[src/design/u64dd_pkg.sv]
// shared types and constants for the 64-bit binary to decimal digit converter
// used by u64dd_cell, u64dd_conv and uint64_to_decimal_digits
`default_nettype none
package u64dd_pkg;

  localparam int unsigned VALUE_W         = 64;
  localparam int unsigned DIGIT_W         = 4;
  localparam int unsigned NUM_DIGITS      = 20;
  localparam int unsigned BITS_PER_CYCLE  = 4;
  localparam int unsigned CONV_CYCLES     = VALUE_W / BITS_PER_CYCLE;
  localparam int unsigned CONV_CNT_W      = $clog2(CONV_CYCLES);
  localparam int unsigned REMAIN_W        = $clog2(NUM_DIGITS + 1);
  localparam int unsigned OUT_TDATA_W     = 8;

  typedef logic [DIGIT_W-1:0] digit_t;
  typedef logic [NUM_DIGITS-1:0][DIGIT_W-1:0] bcd_row_t;
  typedef logic [BITS_PER_CYCLE-1:0] shift_bits_t;

  typedef enum logic [1:0] {
    CV_IDLE,
    CV_RUN,
    CV_DONE
  } conv_state_t;

  // the add-3 correction of one shift-and-add-3 step on a single bcd digit
  function automatic digit_t dabble_adj(input digit_t d);
    dabble_adj = (d >= digit_t'(5)) ? digit_t'(d + digit_t'(3)) : d;
  endfunction

endpackage
`default_nettype wire

[src/design/u64dd_cell.sv]
// one bcd digit of the double-dabble row, takes four shift steps per cycle while en is high
// depends on u64dd_pkg
`default_nettype none
module u64dd_cell (
  input  wire logic                    clk,
  input  wire logic                    clear,
  input  wire logic                    en,
  input  wire u64dd_pkg::shift_bits_t  in_bits,   // msb is the first step
  output      u64dd_pkg::shift_bits_t  out_bits,  // msb is the first step
  output      u64dd_pkg::digit_t       digit
);
  import u64dd_pkg::*;

  digit_t digit_next;

  always_comb begin
    digit_t d;
    digit_t a;
    d = digit;
    out_bits = '0;
    for (int j = 0; j < BITS_PER_CYCLE; j++) begin
      a = dabble_adj(d);
      out_bits[BITS_PER_CYCLE-1-j] = a[DIGIT_W-1];
      d = {a[DIGIT_W-2:0], in_bits[BITS_PER_CYCLE-1-j]};
    end
    digit_next = d;
  end

  always_ff @(posedge clk) begin
    if (clear) begin
      digit <= '0;
    end else if (en) begin
      digit <= digit_next;
    end
  end

endmodule
`default_nettype wire

[src/design/u64dd_conv.sv]
// converter: binary shift register feeding a row of double-dabble digit cells
// depends on u64dd_pkg and u64dd_cell
`default_nettype none
module u64dd_conv (
  input  wire logic                clk,
  input  wire logic                rst,
  input  wire logic                in_valid,
  output      logic                in_ready,
  input  wire logic [63:0]         value,
  output      logic                done,
  input  wire logic                take,
  output      u64dd_pkg::bcd_row_t digits
);
  import u64dd_pkg::*;

  conv_state_t state, state_next;
  logic [CONV_CNT_W-1:0] cnt;
  logic [VALUE_W-1:0]    bin;
  logic                  start;
  logic                  running;
  shift_bits_t           link [NUM_DIGITS];

  assign in_ready = (state == CV_IDLE);
  assign done     = (state == CV_DONE);
  assign start    = in_valid && in_ready;
  assign running  = (state == CV_RUN);
  assign link[0]  = bin[VALUE_W-1 -: BITS_PER_CYCLE];

  always_comb begin
    state_next = state;
    case (state)
      CV_IDLE: begin
        if (start) state_next = CV_RUN;
      end
      CV_RUN: begin
        if (cnt == CONV_CNT_W'(CONV_CYCLES - 1)) state_next = CV_DONE;
      end
      CV_DONE: begin
        if (take) state_next = CV_IDLE;
      end
      default: state_next = CV_IDLE;
    endcase
  end

  always_ff @(posedge clk) begin
    if (rst) begin
      state <= CV_IDLE;
      cnt   <= '0;
    end else begin
      state <= state_next;
      if (start) begin
        cnt <= '0;
      end else if (running) begin
        cnt <= cnt + CONV_CNT_W'(1);
      end
    end
  end

  always_ff @(posedge clk) begin
    if (start) begin
      bin <= value;
    end else if (running) begin
      bin <= {bin[VALUE_W-BITS_PER_CYCLE-1:0], BITS_PER_CYCLE'(0)};
    end
  end

  // cell 0 is the least significant digit and takes the binary bits
  for (genvar k = 0; k < NUM_DIGITS; k++) begin : g_cell
    if (k < NUM_DIGITS - 1) begin : g_mid
      u64dd_cell u_cell (
        .clk      (clk),
        .clear    (start),
        .en       (running),
        .in_bits  (link[k]),
        .out_bits (link[k+1]),
        .digit    (digits[k])
      );
    end else begin : g_top
      // value stays below 10^20, nothing leaves the top digit
      u64dd_cell u_cell (
        .clk      (clk),
        .clear    (start),
        .en       (running),
        .in_bits  (link[k]),
        .out_bits (),
        .digit    (digits[k])
      );
    end
  end

endmodule
`default_nettype wire

[src/design/uint64_to_decimal_digits.sv]
// top level: 64-bit unsigned value in, decimal digits out one beat each
// depends on u64dd_pkg and u64dd_conv
//
// Input channel s_*: one beat carries a 64-bit unsigned value in s_tdata.
// Output channel m_*: one beat per decimal digit, most significant first,
// leading zeros dropped; m_tlast marks the least significant digit. A value
// of zero gives a single digit 0 with m_tlast set.
// Conversion runs in a row of 20 bcd digit cells, four binary bits shifted
// in per cycle. The finished digits move into an output shift line, so the
// next value converts while the previous one is still being sent. The output
// line has 20 digit slots, sent or skipped in turn, and these slots set the
// sustained rate of values; a leading zero is skipped without m_tready.
// Reset (rst, synchronous) empties both the converter and the output line.
// When m_tready is low the current digit holds on m_tdata; the converter
// finishes its value and waits, and s_tready stays low until it is free.
`default_nettype none
module uint64_to_decimal_digits (
  input  wire logic        clk,
  input  wire logic        rst,
  input  wire logic        s_tvalid,
  output      logic        s_tready,
  input  wire logic [63:0] s_tdata,   // [63:0] value
  output      logic        m_tvalid,
  input  wire logic        m_tready,
  output      logic [7:0]  m_tdata,   // [3:0] digit, [7:4] zero
  output      logic        m_tlast
);
  import u64dd_pkg::*;

  bcd_row_t              conv_digits;
  logic                  conv_done;
  logic                  take;
  bcd_row_t              sh;
  logic [REMAIN_W-1:0]   remain;
  logic                  started;
  logic                  busy;
  logic                  show;
  logic                  advance;
  digit_t                top_digit;

  u64dd_conv u_conv (
    .clk      (clk),
    .rst      (rst),
    .in_valid (s_tvalid),
    .in_ready (s_tready),
    .value    (s_tdata),
    .done     (conv_done),
    .take     (take),
    .digits   (conv_digits)
  );

  assign busy      = (remain != '0);
  assign top_digit = sh[NUM_DIGITS-1];
  // a digit goes out once a nonzero one was seen, and the units digit always
  assign show      = started || (top_digit != '0) || (remain == REMAIN_W'(1));
  assign advance   = busy && (!show || m_tready);
  assign take      = conv_done && (!busy || (remain == REMAIN_W'(1) && advance));

  assign m_tvalid = busy && show;
  assign m_tdata  = {(OUT_TDATA_W - DIGIT_W)'(0), top_digit};
  assign m_tlast  = (remain == REMAIN_W'(1));

  always_ff @(posedge clk) begin
    if (rst) begin
      remain  <= '0;
      started <= 1'b0;
    end else if (take) begin
      remain  <= REMAIN_W'(NUM_DIGITS);
      started <= 1'b0;
    end else if (advance) begin
      remain  <= remain - REMAIN_W'(1);
      started <= started || show;
    end
  end

  always_ff @(posedge clk) begin
    if (take) begin
      sh <= conv_digits;
    end else if (advance) begin
      sh <= {sh[NUM_DIGITS-2:0], DIGIT_W'(0)};
    end
  end

endmodule
`default_nettype wire

[config.mk]
export PLATFORM = sky130hd
export DESIGN_NAME = uint64_to_decimal_digits
export DESIGN_NICKNAME = d
export VERILOG_FILES = /design/src/design/u64dd_pkg.sv /design/src/design/u64dd_cell.sv /design/src/design/u64dd_conv.sv /design/src/design/uint64_to_decimal_digits.sv
export SDC_FILE = /design/constraint.sdc
export NUM_CORES = 1
export LEC_CHECK = 0
export BUFFER_PORTS_ARGS = -buffer_cell sky130_fd_sc_hd__buf_2
export CAP_MARGIN = 5
export CELL_PAD_IN_SITES_DETAIL_PLACEMENT = 0
export CELL_PAD_IN_SITES_GLOBAL_PLACEMENT = 1
export CORE_MARGIN = 4
export CORE_UTILIZATION = 49
export DETAILED_ROUTE_END_ITERATION = 7
export MAX_ROUTING_LAYER = met4
export PLACE_DENSITY = 0.82
export SLEW_MARGIN = 40
export SYNTH_ARGS = -nofsm -noshare
export SYNTH_HDL_FRONTEND = slang
export SYNTH_SLANG_ARGS = --single-unit
[constraint.sdc]
create_clock -name clk -period 10.4 [get_ports clk]
set_input_delay 0.52 -clock clk [delete_from_list [all_inputs] [get_ports clk]]
set_output_delay 0.52 -clock clk [all_outputs]
set_load 0.02 [all_outputs]
## Word level (Yosys, flattened, before mapping)

Index checks and enable logic that the tools add are counted.

- Add/subtract/negate cells: 82
- Order comparisons: 80
- Equality and inequality tests: 7
- Multiplexer cells: 90
- Reduce and logical (&&, ||, !) cells: 20

Operators with widths:

| operator | count |
|---|---|
| $ge A4 B3 Y1 const B | 80 |
| $add A4 B2 Y4 const B | 76 |
| $mux W4 | 76 |
| $mux W80 | 2 |
| $mux W64 | 2 |
| $add A3 B2 Y3 const B | 4 |
| $mux W3 | 4 |
| $mux W5 | 2 |
| $mux W2 | 3 |
| $pmux W2 S3 | 1 |
| $eq A5 B1 Y1 const B | 1 |
| $logic_and A1 B1 Y1 | 5 |
| $logic_or A1 B1 Y1 | 5 |
| $reduce_bool A5 Y1 | 1 |
| $sub A5 B1 Y5 const B | 1 |
| $add A4 B1 Y4 const B | 1 |
| $eq A4 B4 Y1 const B | 1 |
| $ne A2 B1 Y1 const B | 2 |
| $reduce_bool A2 Y1 | 2 |
| $reduce_bool A4 Y1 | 1 |
| $reduce_or A2 Y1 | 2 |
| $reduce_and A3 Y1 | 1 |
| $eq A2 B1 Y1 const B | 1 |
| $eq A2 B2 Y1 const B | 1 |
| other kinds (3) | 4 |

- Register bits: 236
- Bits of input ports: 68
- Word-level logic and storage cells: 325

## Logic depth before layout (Yosys ltp)

Gate-level depths: netlist of the first run.

- Word-level depth: 11
- Gate-level depth with buffers: 20
- Mapped depth without buffers: 20

## Modules after synthesis

From an unflattened synthesis of the first run, not the netlist that was laid out.

- Cells, all modules: 2233
- Area total of the unflattened synthesis: 20449.6 um2

By module, submodules not included:

| module | instances | cells each | area an instance (um2) |
|---|---|---|---|
| u64dd_cell | 20 | 84 | 683.2 |
| uint64_to_decimal_digits | 1 | 386 | 3843.7 |
| u64dd_conv | 1 | 167 | 2942.8 |

## Worst setup path before layout of the first run

Ideal clock, no wire load.

- Path kind: flip-flop to flip-flop
- Start point: register sh (netlist bit top_digit[1])
- End point: register sh[0] (netlist bit) (enable)
- Library setup time: 629 ps
- Arrival time: 6823 ps
- Required time: 9771 ps
- Setup slack: 2949 ps
- Stages on the path, launching flop included: 5
- Path buffers: 0
- Period minus slack after synthesis: 7451 ps
- Cell sequence: edfxtp_1 or4_1 nor3_1 nor2_1 o21ai_0

- Word-level cells in the longest chain between the ends: 10

Ends and longest elaborated chain:

| element | RTL line | source |
|---|---|---|
| start, declared | uint64_to_decimal_digits.sv:33 | `bcd_row_t sh;` |
| start signal, assigned | uint64_to_decimal_digits.sv:78 | `sh <= conv_digits;` |
| start signal, assigned | uint64_to_decimal_digits.sv:80 | `sh <= {sh[NUM_DIGITS-2:0], DIGIT_W'(0)};` |
| $reduce_bool A4 Y1 * | uint64_to_decimal_digits.sv:55 | `assign show = started \|\| (top_digit != '0) \|\| (remain == REMAIN_W'(1));` |
| $logic_or A1 B1 Y1 * (2 in a row) | uint64_to_decimal_digits.sv:55 |  |
| $logic_not A1 Y1 * | uint64_to_decimal_digits.sv:56 | `assign advance = busy && (!show \|\| m_tready);` |
| $logic_or A1 B1 Y1 * | uint64_to_decimal_digits.sv:56 |  |
| $logic_and A1 B1 Y1 * | uint64_to_decimal_digits.sv:56 |  |
| $logic_and A1 B1 Y1 | uint64_to_decimal_digits.sv:57 | `assign take = conv_done && (!busy \|\| (remain == REMAIN_W'(1) && advance));` |
| $logic_or A1 B1 Y1 | uint64_to_decimal_digits.sv:57 |  |
| $logic_and A1 B1 Y1 | uint64_to_decimal_digits.sv:57 |  |
| $reduce_bool A2 Y1 (no source line) * | n/a |  |

Mark *: on every way between the ends. The rest lies on a longest branch, timed or not.
A chain may end at the register's enable or synchronous reset.

## Worst setup path in the final report of the first run

- Start point: register u_conv.g_cell[18].g_mid.u_cell.digit[0]
- End point: register u_conv.g_cell[19].g_top.u_cell.digit[1]

- Word-level cells in the longest chain between the ends: 8

Ends and longest elaborated chain:

| element | RTL line | source |
|---|---|---|
| start, declared | u64dd_cell.sv:10 | `output u64dd_pkg::digit_t digit` |
| start signal, assigned | u64dd_cell.sv:33 | `digit <= digit_next;` |
| $add A4 B2 Y4 / $ge A4 B3 Y1 (equally long branches) | u64dd_pkg.sv:27 | `dabble_adj = (d >= digit_t'(5)) ? digit_t'(d + digit_t'(3)) : d;` |
| $mux W4 * | u64dd_pkg.sv:27 |  |
| $add A4 B2 Y4, or another cell as far along | u64dd_pkg.sv:27 |  |
| $mux W4 / $mux W3 (equally long branches) | u64dd_pkg.sv:27 |  |
| $add A4 B2 Y4, or another cell as far along | u64dd_pkg.sv:27 |  |
| $mux W4 / $mux W3 (equally long branches) | u64dd_pkg.sv:27 |  |
| $ge A4 B3 Y1 / $add A3 B2 Y3 (equally long branches) | u64dd_pkg.sv:27 |  |
| $mux W3 * | u64dd_pkg.sv:27 |  |
| end signal, assigned | u64dd_cell.sv:33 |  |
| end, declared | u64dd_cell.sv:10 |  |

Marked as above.

==> run metrics, run 1 <==
run status=finished clean; DR iter-0 viols=between 900 and 1000; ys async rst share=0; period utilization=0.4338; htree depth=1; FP Rows=between 70 and 80; CTS tree=done; GRT Util Overall=0.2215; IO Count=79; maxcap violations=0; minimum clock period after layout=4.511 ns; routed vias/inst=between 6 and 7; top cell type's share of synthesized area=0.2291; I/O Buffers=74; CP arrival=4.91 ns; crit path launch type=flop; DP HPWL=32560 um; CP Buf/Inv Count=2; post-CTS sizing=0; Clock Path Buffers=3; R2R setup slack=5.89 ns; GR peak layer=met2; core box area=37840 um^2; die width=around 200 um; mux contribution to synthesized area=0.08897; clk_lat worst skew=around 0.55 ns; Initial Utilization=0.4987; Hold Startpoint=s_tdata[37]; worst relative slew slack=0.4450; Max Freq=221.7 MHz; post-synthesis compound-gate area fraction=0.2479; FF+latch count, synth=between 200 and 250; Finished Cell Area=20450 um^2; Post-synth top flop=edfxtp_1; vias=between 15000 and 20000; crit path max-delay cell type=mux2i_1; setup violators final=0; most common cell after layout, fill and taps aside=nand2_1; largest family of logic cells by synthesized area=compound AO/OA/AOI/OAI gates; Post-CTS Setup Inserts=0; total grt overflow=0; sequential-to-total area share from yosys stat=0.3267; met2 GRT Util=0.3625; first-pass GRT wire length=about 77000 um; vias in the first global route=~16000; synthesis-to-layout area growth=8.353%; Synth Warn #=0; hold buffer count at cts=0; FF-to-FF path depth=14; post-synthesis xor/xnor area fraction=0.02148; crit path cell chain=inv_1 -> ha_1 -> nand2b_1 -> a21oi_1 -> mux2i_1 -> o21ai_1 -> xnor2_1 -> inv_1 -> ha_1 -> or3_1 -> a311oi_1 -> o311ai_1 -> xor2_1 -> o22ai_1; Nets=2392; Post-Synthesis Cell Area=18870 um^2; final wirelength=between 40000 and 50000 um; crit-path leading delay family=compound AO/OA/AOI/OAI gates; fraction of layout cells with a size suffix above 1=0.1343; Max stage delay on crit path=between 0.6 and 0.7 ns; DP Area=approximately 19000 um^2; Avg Inst Size Synth=between 8 and 9 um^2; RSZ-0062 raised after global routing=false; fillers=3596; Root Buffer=clkbuf_16; Routability Congestion=0.8937; Clock Skews=0.01658 ns; met3 usage=0.02856; r2r endpoint=u_conv.g_cell[19].g_top.u_cell.digit[1]; critical path launch point=u_conv.g_cell[18].g_mid.u_cell.digit[0]; Clock Sinks=roughly 240; Post-DRT Antenna Nets=0; Post-synth EDFFs=about 140; total negative slack=0 ns; most area-consuming cells after synthesis=edfxtp_1 23%, dfxtp_1 9.8%, nand2_1 7.4%; largest area contributor in the netlist=edfxtp_1; initial antenna violation count=1; Worst Hold End=u_conv.bin[37]; CTS Buf Count=28; Synth Area in Adders=0.05237; Post-Synthesis Cells=approximately 2300; post-synthesis simple-gate area fraction=0.2189; worst r2r src=u_conv.g_cell[18].g_mid.u_cell.digit[0]; register clock-pin slew on the reported worst setup and hold paths=0.06 ns; CP endpoint kind=flop; DRC errors left=0; Die Area=~42000 um^2; Yosys cell types=~100; Hold Crit Depth=3; final hold vios=0; CP Class=flop to flop; path type of the worst min-delay path=input pin to flop; DR WL/cell=roughly 17 um; largest net degree at the start of global routing=83; Initial DRT Pass Iterations=5; most frequent cells in the layout=369 x nand2_1, 150 x a21oi_1, 144 x edfxtp_1; Worst Path Max Fanout=9; Final Max Tran Viols=0; GR Layer Usage met1=0.3017; worst slew pin tran=between 0.8 and 0.9 ns; CP required=approximately 11 ns; die height=around 200 um
==> cells in the mapped netlist, types with 26 or more instances <==
| cell | n |
|---|---|
| a211oi_1 | 32 |
| a21oi_1 | 150 |
| a31oi_1 | 38 |
| clkbuf_1 | 87 |
| dfxtp_1 | 92 |
| edfxtp_1 | 144 |
| ha_1 | 67 |
| inv_1 | 71 |
| mux2_2 | 102 |
| mux2i_1 | 50 |
| nand2_1 | 370 |
| nand2b_1 | 37 |
| nand3_1 | 68 |
| nor2_1 | 134 |
| nor3_1 | 72 |
| o211ai_1 | 39 |
| o21a_1 | 26 |
| o21ai_0 | 103 |
| or3_1 | 28 |
| xnor2_1 | 30 |
==> flip-flops by register name, indices dropped and copies added (netlist names) <==
register	count
sh	76
u_conv.g_cell.g_mid.u_cell.digit	76
u_conv.bin	64
remain	5
top_digit	4
u_conv.cnt	4
u_conv.g_cell.g_top.u_cell.digit	4
u_conv.state	2
started	1
==> how the worst max path moves through the flow <==
stage | end | slack, ns | cells past startpoint
global placement | u_conv.g_cell[11].g_mid.u_cell.digit[0] | 6.03 | 14
global route | u_conv.g_cell[19].g_top.u_cell.digit[1] | 5.48 | 14
finish | u_conv.g_cell[19].g_top.u_cell.digit[1] | 5.89 | 14
floorplan | sh[0] | 2.95 | 4
detailed placement | u_conv.g_cell[19].g_top.u_cell.digit[1] | 6.08 | 14
CTS | u_conv.g_cell[19].g_top.u_cell.digit[1] | 6.00 | 14
==> cell type report <==
| type | instances | area [um^2] | share of cell area |
|---|---|---|---|
| diodes | 1 | 2.502 | 0.0001224 |
| clock buffers | 34 | 743.2 | 0.03634 |
| clock inverters | 18 | 180.2 | 0.008811 |
| inverters | 74 | 280.3 | 0.01371 |
| multi-input cells | 1834 | 11990 | 0.5863 |
| flip-flops and latches | 236 | 6166 | 0.3015 |
| well taps | 511 | 639.4 | 0.03127 |
| repair buffers | 83 | 449.2 | 0.02197 |
==> metrics by stage <==
stage	setup slack, ns	util	instances	hold WS [ns]
finish	5.889	0.5404	2791	0.2269
global route	5.480	0.5404	2791	0.2150
CTS	5.998	0.5392	2790	0.2014
detailed placement	6.082	0.5148	2738	0.4437
floorplan	2.949	-	2267	0.4176
global placement	6.033	0.5143	2738	0.4305
==> cells by family (layout without fill, tap and decap cells) <==
| kind of cell | count (synthesis) | after routing |
|---|---|---|
| and+or+nand+nor | 873 | 873 |
| DFF | 236 | 236 |
| muxes | 154 | 154 |
| AOI/OAI and AO/OA | 678 | 678 |
| xor gates and xnor gates | 43 | 43 |
| buffers and inverters | 197 | 209 |
| adders and majority gates | 82 | 82 |
| other | 1 | 5 |
==> worst register-to-register path, cell delays in order (launching register included) <==
cell and delay, ns:
dfxtp_1 0.37, inv_1 0.13, ha_1 0.21, nand2b_1 0.09, a21oi_1 0.46, mux2i_1 0.65
o21ai_1 0.30, xnor2_1 0.43, inv_1 0.14, ha_1 0.24, or3_1 0.37, a311oi_1 0.50
o311ai_1 0.22, xor2_1 0.16, o22ai_1 0.09
==> layer usage <==
layer  part of all wire  wire length (um)  up-vias
li1                   -                 -     8520
met1               0.47             22100     8132
met2               0.47             22430      364
met4              0.011               527        0
met3              0.047              2206       45
met5                  0                 0        -
Power of run 1 is not shown: default switching activity piles up to over one toggle a cycle in this logic, so the estimate is an artifact.
==> run 2, diff against run 1 <==
Settings changed: CORE_UTILIZATION 49 to 44, PLACE_DENSITY 0.82 to 0.77.
Clock period 10.4 ns to 4 ns, I/O delays scaled along.
==> run 2 against run 1 <==
Cell count increased by 5.7%. Critical path type unchanged. Worst hold slack got worse by 0.14 ns. Final area increased by 6.3%. Sequential cell count unchanged. Routed wire length increased by 6.1%. Clock-buffer cell count unchanged. Fmax increased by 19%. Non-clock buffer count increased by 131.
==> run metrics, run 2 (synthesis gave the netlist of run 1 again) <==
worst slew pin tran=0.8415 ns (+0.01496 ns); Nets=2523 (+5.5%); DP HPWL=34860 um (+7.1%); CP arrival=4.24 ns (-0.67 ns); CP required=4.45 ns (-6.35 ns); clk_lat worst skew=0.56 ns (about the same); initial antenna violation count=0 (-1); core box area=42130 um^2 (+11%); period utilization=0.9482 (+0.5145); Hold Startpoint=s_tvalid; Max Freq=263.7 MHz (+19%); minimum clock period after layout=3.793 ns (-0.7182 ns); Initial DRT Pass Iterations=5 (unchanged); final wirelength=50150 um (+6.1%); worst r2r src=u_conv.g_cell[14].g_mid.u_cell.digit[1]; n_diodes=0 (-1); routed vias/inst=5.974 (-2.3%); Die Area=46270 um^2 (+11%); crit path launch type=flop; vias=17620 (+3.3%); cell with the most instances on the worst path=ha_1; CTS Buf Count=28 (unchanged); most frequent cells in the layout=367 x nand2_1, 144 x edfxtp_1, 140 x a21oi_1; Routability Congestion=0.8702 (-2.6%); DRC errors left=0 (unchanged); synthesis-to-layout area growth=15.14%; final hold vios=0 (unchanged); worst relative slew slack=0.4390 (-0.006013); die height=215.1 um (+5.3%); htree depth=1 (unchanged); RSZ-0062 raised after global routing=false; die width=215.1 um (+5.3%); FP Rows=75 (+5.6%); vias in the first global route=16580 (+5.3%); maxcap violations=0 (unchanged); Worst Path Max Fanout=6 (-3); first-pass GRT wire length=82320 um (+6.3%); largest net degree at the start of global routing=83 (unchanged); CP Class=flop to flop; run status=finished clean; fraction of layout cells with a size suffix above 1=0.1668 (+0.03254); crit path max-delay cell type=or3_1; I/O Buffers=74 (unchanged); Max stage delay on crit path=0.43 ns (-0.22 ns); crit path cell chain=inv_1 -> ha_1 -> nand2b_1 -> a21oi_2 -> mux2_2 -> or3_1 -> and2_1 -> ha_1 -> maj3_1 -> a211oi_1 -> mux2i_1 -> o21ai_1 -> nand3b_1 -> a32o_1; CP endpoint kind=flop; DR iter-0 viols=1112 (+16%); final hold slack=0.08835 ns (-0.1386 ns); total grt overflow=0 (unchanged); CTS tree=done; Root Buffer=clkbuf_16; Post-DRT Antenna Nets=0 (unchanged); GRT Util Overall=0.2124 (-0.009133); most common cell after layout, fill and taps aside=nand2_1; Largest regs=sh: 76 flops, u_conv.g_cell.g_mid.u_cell.digit: 76 flops, u_conv.bin: 64 flops; Clock Skews=0.009700 ns (-0.006884 ns); register clock-pin slew on the reported worst setup and hold paths=0.06 ns (about the same); Initial Utilization=0.4479 (-0.05078); fillers=3904 (+8.6%); Clock Path Buffers=3 (unchanged); path type of the worst min-delay path=input pin to flop; Final Max Tran Viols=0 (unchanged); setup violators final=0 (unchanged); critical path launch point=u_conv.g_cell[14].g_mid.u_cell.digit[1]; total negative slack=0 ns (unchanged); DR WL/cell=17.00 um (+0.43%); IO Count=79 (unchanged); Clock Sinks=236 (unchanged)
==> run 2: through the flow <==
| stage | utilization | instances | area [um^2] | setup WS (ns) |
|---|---|---|---|---|
| after global placement | 0.4751 | 2832 | 20020 | 0.08837 |
| after floorplan | - | 2267 | 18900 | 0.1525 |
| after global routing | 0.5158 | 2949 | 21730 | 0.003718 |
| after detailed placement | 0.4754 | 2832 | 20030 | 0.08668 |
| final | 0.5158 | 2949 | 21730 | 0.2072 |
| after CTS | 0.5115 | 2949 | 21550 | 0.06992 |
==> run 2: critical path: cells and delay by family, from the launching register on <==
kind / cells / cell delay (ns)
adder cells (fa/ha/maj): 3 / 0.77
flip-flops: 1 / 0.38
AO/OA/AOI/OAI: 4 / 0.90
multiplexers: 2 / 0.57
AND/OR/NAND/NOR: 4 / 0.94
buffers and inverters: 1 / 0.10
==> run 2: final timing paths <==
path                            depth (start not counted)  slack, ns                                 endpoint
worst max-delay path                                   14       0.21  u_conv.g_cell[15].g_mid.u_cell.digit[1]
worst min-delay path                                    2       0.09                            u_conv.bin[2]
worst max register to register                         14       0.21  u_conv.g_cell[15].g_mid.u_cell.digit[1]
worst min register to register                          2       0.50   u_conv.g_cell[0].g_mid.u_cell.digit[0]
==> run 2: routing by layer <==
layer / GRT usage / share of wire / vias up
met5: - / 0 / -
met4: 0.03844 / 0.017 / 0
met3: 0.02782 / 0.047 / 71
met2: 0.3529 / 0.47 / 422
met1: 0.2828 / 0.46 / 8342
li1: - / - / 8782
==> run 2: final cells by class <==
type | count | area (um^2) | share of cell area
clock inverter | 18 | 145.1 | 0.006679
clock buffer | 34 | 723.2 | 0.03328
tap | 539 | 674.4 | 0.03103
inverter | 74 | 280.3 | 0.01290
sequential | 236 | 6168 | 0.2839
multi-input combinational | 1834 | 12130 | 0.5580
timing repair buffer | 214 | 1613 | 0.07422
==> run 2: timing repair <==
action	in CTS	in global routing
gates resized for setup	0	49
setup endpoints to repair	0	34
hold buffers	65	0
hold endpoints to repair	75	0
setup buffers	0	0
Power of run 2 is left out for the same reason.
